$ cat src/rtl/vpts_pkg.sv
// ----------------------------------------------------------------------------
// vpts_pkg
// Shared types, table layout and saturation helper for the vertex projection
// pipeline.
// ----------------------------------------------------------------------------
package vpts_pkg;

  localparam int unsigned TABLE_DEPTH = 25;
  localparam int unsigned IDX_W       = 5;
  localparam int unsigned WIDE_W      = 66;

  // Coefficient table layout.
  localparam int unsigned IDX_MODE = 12;
  localparam int unsigned IDX_P1   = 13;
  localparam int unsigned IDX_P2   = 14;
  localparam int unsigned IDX_P3   = 15;
  localparam int unsigned IDX_P4   = 16;
  localparam int unsigned IDX_P5   = 17;
  localparam int unsigned IDX_P6   = 18;
  localparam int unsigned IDX_VL   = 19;
  localparam int unsigned IDX_VT   = 20;
  localparam int unsigned IDX_VW   = 21;
  localparam int unsigned IDX_VH   = 22;
  localparam int unsigned IDX_VN   = 23;
  localparam int unsigned IDX_VF   = 24;

  typedef enum logic {
    REQ_LOAD    = 1'b0,
    REQ_PROJECT = 1'b1
  } req_type_e;

  typedef logic signed [31:0] word_t;
  typedef logic signed [WIDE_W-1:0] wide_t;
  typedef logic [TABLE_DEPTH-1:0][31:0] coef_t;

  typedef struct packed {
    logic signed [31:0] val;
    logic               ovf;
  } sat_t;

  localparam wide_t SAT_MAX = 66'sd2147483647;
  localparam wide_t SAT_MIN = -66'sd2147483648;

  // Clamp a wide value to the 32-bit signed range.
  function automatic sat_t sat32(input wide_t v);
    sat_t r;
    if (v > SAT_MAX) begin
      r.val = 32'sh7fffffff;
      r.ovf = 1'b1;
    end else if (v < SAT_MIN) begin
      r.val = 32'sh80000000;
      r.ovf = 1'b1;
    end else begin
      r.val = v[31:0];
      r.ovf = 1'b0;
    end
    return r;
  endfunction

endpackage

$ cat src/rtl/vpts_div.sv
// ----------------------------------------------------------------------------
// vpts_div
// Pipelined restoring divider for the perspective weight 2^(2F) / (-ez),
// four quotient bits per stage, with saturation at the end. A sideband
// word travels alongside.
// ----------------------------------------------------------------------------
module vpts_div import vpts_pkg::*; #(
  parameter int unsigned F  = 16,
  parameter int unsigned PW = 97
) (
  input  logic          clk_i,
  input  logic          rst_ni,
  input  logic          valid_i,
  output logic          ready_o,
  input  word_t         ez_i,
  input  logic [PW-1:0] pay_i,
  output logic          valid_o,
  input  logic          ready_i,
  output word_t         wc_o,
  output logic          wovf_o,
  output logic [PW-1:0] pay_o,
  output logic          busy_o
);

  localparam int unsigned NB  = 2 * F + 1;
  localparam int unsigned SPS = 4;
  localparam int unsigned NS  = (NB + SPS - 1) / SPS;
  localparam int unsigned QW  = NB;
  localparam int unsigned N   = NS + 2;

  logic [N-1:0] v_q;
  logic [N-1:0] en;

  logic [31:0]   mag_q  [NS+1];
  logic [31:0]   rem_q  [NS+1];
  logic [QW-1:0] quo_q  [NS+1];
  logic          neg_q  [NS+1];
  logic          zero_q [NS+1];
  logic [PW-1:0] pay_q  [N];

  logic [63:0] q64;
  word_t       wc_d;
  logic        wovf_d;
  word_t       wc_q;
  logic        wovf_q;

  always_comb begin
    en[N-1] = !v_q[N-1] || ready_i;
    for (int k = N - 2; k >= 0; k--) begin
      en[k] = !v_q[k] || en[k+1];
    end
  end

  always_ff @(posedge clk_i or negedge rst_ni) begin
    if (!rst_ni) begin
      v_q <= '0;
    end else begin
      if (en[0]) v_q[0] <= valid_i;
      for (int k = 1; k < N; k++) begin
        if (en[k]) v_q[k] <= v_q[k-1];
      end
    end
  end

  // The divisor is -ez; its magnitude is |ez| and its sign is the opposite.
  always_ff @(posedge clk_i) begin
    if (en[0]) begin
      mag_q[0]  <= ez_i[31] ? 32'(-(33'(ez_i))) : 32'(ez_i);
      neg_q[0]  <= (ez_i > 32'sd0);
      zero_q[0] <= (ez_i == 32'sd0);
      rem_q[0]  <= '0;
      quo_q[0]  <= '0;
      pay_q[0]  <= pay_i;
    end
  end

  for (genvar k = 1; k <= NS; k++) begin : g_step
    logic [31:0]   r;
    logic [32:0]   r2;
    logic [QW-1:0] q;
    logic          b;

    always_comb begin
      r = rem_q[k-1];
      q = quo_q[k-1];
      for (int j = 0; j < SPS; j++) begin
        if ((k - 1) * SPS + j < NB) begin
          // The dividend is a single one in its top bit, zeros below it.
          r2 = {r, ((k - 1) * SPS + j == 0)};
          b  = (r2 >= {1'b0, mag_q[k-1]});
          if (b) r2 = r2 - {1'b0, mag_q[k-1]};
          r = r2[31:0];
          q = {q[QW-2:0], b};
        end
      end
    end

    always_ff @(posedge clk_i) begin
      if (en[k]) begin
        rem_q[k]  <= r;
        quo_q[k]  <= q;
        mag_q[k]  <= mag_q[k-1];
        neg_q[k]  <= neg_q[k-1];
        zero_q[k] <= zero_q[k-1];
        pay_q[k]  <= pay_q[k-1];
      end
    end
  end

  always_comb begin
    q64    = 64'(quo_q[NS]);
    wovf_d = 1'b0;
    if (zero_q[NS]) begin
      wc_d   = 32'sh7fffffff;
      wovf_d = 1'b1;
    end else if (!neg_q[NS]) begin
      if (q64 > 64'd2147483647) begin
        wc_d   = 32'sh7fffffff;
        wovf_d = 1'b1;
      end else begin
        wc_d = q64[31:0];
      end
    end else begin
      if (q64 > 64'd2147483648) begin
        wc_d   = 32'sh80000000;
        wovf_d = 1'b1;
      end else begin
        wc_d = 32'(-q64);
      end
    end
  end

  always_ff @(posedge clk_i) begin
    if (en[N-1]) begin
      wc_q       <= wc_d;
      wovf_q     <= wovf_d;
      pay_q[N-1] <= pay_q[NS];
    end
  end

  assign ready_o = en[0];
  assign valid_o = v_q[N-1];
  assign wc_o    = wc_q;
  assign wovf_o  = wovf_q;
  assign pay_o   = pay_q[N-1];
  assign busy_o  = |v_q;

endmodule

$ cat config.mk
export PLATFORM = sky130hd
export DESIGN_NAME = vpts_div
export DESIGN_NICKNAME = d
export VERILOG_FILES = /design/src/rtl/vpts_pkg.sv /design/src/rtl/vpts_div.sv
export SDC_FILE = /design/constraint.sdc
export NUM_CORES = 2
export LEC_CHECK = 0
export BUFFER_PORTS_ARGS = -buffer_cell sky130_fd_sc_hd__buf_2
export CORE_ASPECT_RATIO = 0.7
export CORE_MARGIN = 1
export CORE_UTILIZATION = 40
export DETAILED_ROUTE_END_ITERATION = 8
export PLACE_DENSITY_LB_ADDON = 0.3
export REMOVE_ABC_BUFFERS = 1
export SETUP_SLACK_MARGIN = 0.05
export SKIP_LAST_GASP = 1
export SYNTH_ARGS = -nofsm -noshare
export SYNTH_HDL_FRONTEND = slang
export SYNTH_SLANG_ARGS = --single-unit
$ cat constraint.sdc
create_clock -name clk_i -period 26.1 [get_ports clk_i]
set_clock_uncertainty 0.2 [all_clocks]
set_input_delay 5.22 -clock clk_i [delete_from_list [all_inputs] [get_ports clk_i]]
set_output_delay 5.22 -clock clk_i [all_outputs]
set_load 0.1 [all_outputs]
Word level (Yosys, flattened, before mapping)
Memory sizes are Yosys's and may differ from the RTL's. Index checks and enable logic that the tools add are counted.

Add/subtract/negate cells: 35. Order comparisons: 36. Multiplexer cells: 62. Reductions and logical operators: 24.

Operator list (count): $mux 32 (37); $ge 33x32->1 (33); $sub 32x32->32 (33); $neg 32->32 (2); $gt 33x31->1 const B (1); $gt 33x32->1 const B (1); $gt 32x1->1 const B (1); $logic_not 32->1 (1); $mux 1 (25); $logic_not 1->1 (11); $logic_or 1x1->1 (11); $reduce_or 11->1 (1).

Flip-flop bits (word level): 44. RAM bits: 2057. Bits of input ports: 133. Output and inout bits: 133. Memories: 6.

Memories: pay_q (words 11, width 97, rd ports 11, clocked after memory_dff 0, wr ports 11, line vpts_div.sv:39) `logic [PW-1:0] pay_q [N];`; quo_q (words 10, width 33, rd ports 10, clocked after memory_dff 0, wr ports 10, line vpts_div.sv:36) `logic [QW-1:0] quo_q [NS+1];`; mag_q (words 10, width 32, rd ports 9, clocked after memory_dff 0, wr ports 10, line vpts_div.sv:34) `logic [31:0] mag_q [NS+1];`; rem_q (words 10, width 32, rd ports 9, clocked after memory_dff 0, wr ports 10, line vpts_div.sv:35) `logic [31:0] rem_q [NS+1];`; neg_q (words 10, width 1, rd ports 10, clocked after memory_dff 0, wr ports 10, line vpts_div.sv:37) `logic neg_q [NS+1];`; zero_q (words 10, width 1, rd ports 10, clocked after memory_dff 0, wr ports 10, line vpts_div.sv:38) `logic zero_q [NS+1];`.

Depth between registers and ports, before layout
Depth in word-level cells: 14. Depth in mapped cells: 63.

Least setup slack after synthesis
Ideal clock, no wire load.

Path kind: input -> output. Start point: input port ready_i. End point: output port ready_o. Data arrival time: 20.026 ns. Slack: 0.654 ns. Stages: 8. Cells stage by stage: nor2b_1 -> and2_1 -> and3_1 -> nand3_1 -> nor2_1 -> nand3_1 -> inv_1 -> nand3_1.

Longest elaborated chain between the ends: 11.

Ends and longest elaborated chain: start: declaration (line vpts_div.sv:18) `input logic ready_i,`; $logic_or 1x1->1 (line vpts_div.sv:48) `en[N-1] = !v_q[N-1] || ready_i;`; $logic_or 1x1->1 (5 in a row) (line vpts_div.sv:50) `en[k] = !v_q[k] || en[k+1];`; via en[5] (line vpts_div.sv:32) `logic [N-1:0] en;`; $logic_or 1x1->1 (3 in a row) (line vpts_div.sv:50); via en[2] (line vpts_div.sv:32); $logic_or 1x1->1 (2 in a row) (line vpts_div.sv:50); end: declaration (line vpts_div.sv:14) `output logic ready_o,`.

The timed path passes the listed nets, and every way through them passes these cells.

==> impl_metrics.toml <==
[cts]
cts_setup_buffers = 0
cts_max_level = 4
path_clk_slew_ns = 0.06
clock_path_buffers = 4
cts_hold_buf = 0
cts-resized-gates = 0
cts_root_buf = "clkbuf_16"
tritoncts = "yes"
clock_sinks = 1852
numCtsBuffers = 186
clk_latency_ns = 0.86

[die]
die_w_um = 648
dieArea_um2 = 295000
start_util_pct = 40.4
dieHeight_um = 455
io_pins = 266
placeableCoreArea_um2 = 290000
placementRows = 165

[sta]
tns_ns = 0
final-max-slew-violation-count = 0
max_slew.worst_pin.slew_ns = 1.43
max_freq_mhz = 52.6
slew_headroom_pct = 2.13
period_share_pct = 72.8
rsz0062_at_grt = "no"
final_hold_viol_count = 0
setup_viol = 0
fin_crit_ns = 19.01

[critical_path]
timing.reg2reg.setup_slack_ns = 7.09
start_kind = "flop"
crit_family = "compound AO/OA/AOI/OAI gates"
worst-path-buf-inv = 8
reg2reg_from = "mag_q[3][6]"
required_ns = 26.47
startpoint = "mag_q[3][6]"
arrival_ns = 19.38
criticalPathCategory = "reg2reg"
rr_worst_depth = 54
crit_slowest_cell = "clkinv_1"
timing.rr.end = "rem_q[4][21]"
worst_setup_path_end_kind = "flop"
worstPathMaxFanout = 45
slowest_delay_ns = 0.74

[worst_hold_path]
hp-start = "pay_q[1][19]"
hold_class = "reg2reg"
min_delay_path_depth = 0
holdPathEnd = "pay_q[2][19]"

[global_route]
grt_pass1_wl_um = 523000
overflow = 0
grt_pass1_vias = 80500
grt_start_max_net_pins = 120
grt_use_total_pct = 23.5
antenna_found_initial = 64

[routing]
vias_per_cell = 5.78
ant_nets = 0
wirelength_um = 359000
drtIter0Drc = 8936
dr.pass1.iters = 6
vias = 86800
drc = 0
wl_per_cell_um = 23.9

[finish]
final_util_pct = 44.5
final_common_cell = "edfxtp_1"
layout.cells.most_common_list = "1841 x edfxtp_1, 1003 x ha_1, 893 x a21oi_1, 734 x nand2_1, 662 x o21ai_0"
layout.cells.non_filler = 15000
area.growth.synth_to_final_pct = 10.1
fin_nets = 12100
drive_above_1_share_pct = 10.8

[placed_design]
place_inst = 14600
place_congestion = 0.973
io_buffers = 265
hpwl_um = 282000

[synthesis]
synth_edf_count = 1841
async_reset_ff_share_pct = 0.594
ys_ff_latch = 1852
synth_ff_type = "edfxtp_1"
yosysTopAreaCell = "edfxtp_1"
ys_warn_count = 0
postSynthAreaPerCell_um2 = 11.0
synth_area_um2 = 117000
synth.distinct_cells = 107
synthTopCellsByArea = "edfxtp_1 47%, ha_1 11%, xnor2_1 4.5%"
synth_top_area_share_pct = 47.2
yosysSeqAreaShare_pct = 47.5
syn_inst = 10700

[run]
cap_violations = 1

[run_status]
violations = "max-capacitance violations"
status = "finished with violations"
==> synth_stat cells, types with 53 or more instances <==
master / n
edfxtp_1: 1841
ha_1: 1003
a21oi_1: 893
nand2_1: 738
o21ai_0: 662
inv_1: 605
xnor2_1: 601
nor2_1: 575
a21o_1: 473
mux2_2: 457
xor2_1: 262
nand3_1: 185
o21bai_1: 167
nor3_1: 158
o21a_1: 141
nand4_1: 138
clkbuf_1: 133
nand2b_1: 131
nor2b_1: 113
and3_1: 93
a211oi_1: 91
a31oi_1: 90
o31ai_1: 69
mux2i_1: 66
nor4_1: 54
or3_1: 54
and2_1: 53
==> kinds of logic after synthesis <==
group | count (synthesis) | synth area share (%)
flip-flops | 1852 | 47.5
XOR/XNOR | 863 | 6.46
multiplexers | 550 | 5.23
other | 1 | 0.00320
AND/OR/NAND/NOR | 2446 | 10.1
adder cells (fa/ha/maj) | 1010 | 10.8
buffers and inverters | 830 | 2.74
AO/OA/AOI/OAI | 3109 | 17.1
==> flip-flops by register name, summed over array words and instances (netlist names) <==
| signal | flops |
|---|---|
| wc_o | 32 |
| neg_q | 10 |
| mag_q | 288 |
| quo_q | 177 |
| v_q | 11 |
| wovf_o | 1 |
| rem_q | 256 |
| pay_q | 1067 |
| zero_q | 10 |
==> stage by stage <==
step	area, um2	hold slack, ns	setup WS, ns
floorplan	116000	0.200	0.654
global placement	123000	0.200	8.16
detailed placement	123000	0.205	8.05
CTS	129000	0.171	7.98
global route	129000	0.179	6.68
finish	129000	0.184	7.09
==> layout make-up <==
| cell class | instances | area [um2] |
|---|---|---|
| fill | 26900 | 161000 |
| multi-input combinational | 7992 | 58500 |
| sequential | 1852 | 55600 |
| clock buffer | 226 | 4850 |
| tap | 3841 | 4810 |
| inverter | 618 | 2340 |
| timing repair buffer | 339 | 1890 |
| clock inverter | 102 | 868 |
| antenna | 33 | 82.6 |
==> how the worst max path moves through the flow <==
stage / endpoint / slack [ns] / cells after the start
2_1_floorplan: ready_o / 0.65 / 8
3_3_place_gp: rem_q[4][21] / 8.16 / 54
3_5_place_dp: rem_q[4][21] / 8.05 / 54
4_1_cts: rem_q[4][21] / 7.98 / 54
5_1_grt: rem_q[4][21] / 6.68 / 54
6_report: rem_q[4][21] / 7.09 / 54
==> metal layers <==
metal,GRT usage (%),up-vias,part of all wire [%]
li1,-,41000,-
met1,36.0,42000,49
met2,31.8,3252,39
met3,6.87,419,9.9
met4,6.29,8,2.4
met5,0,-,0.017
Power is left out: the tool's default activity adds up to more than one toggle a clock period on the data nets, which glitch-free logic cannot reach.
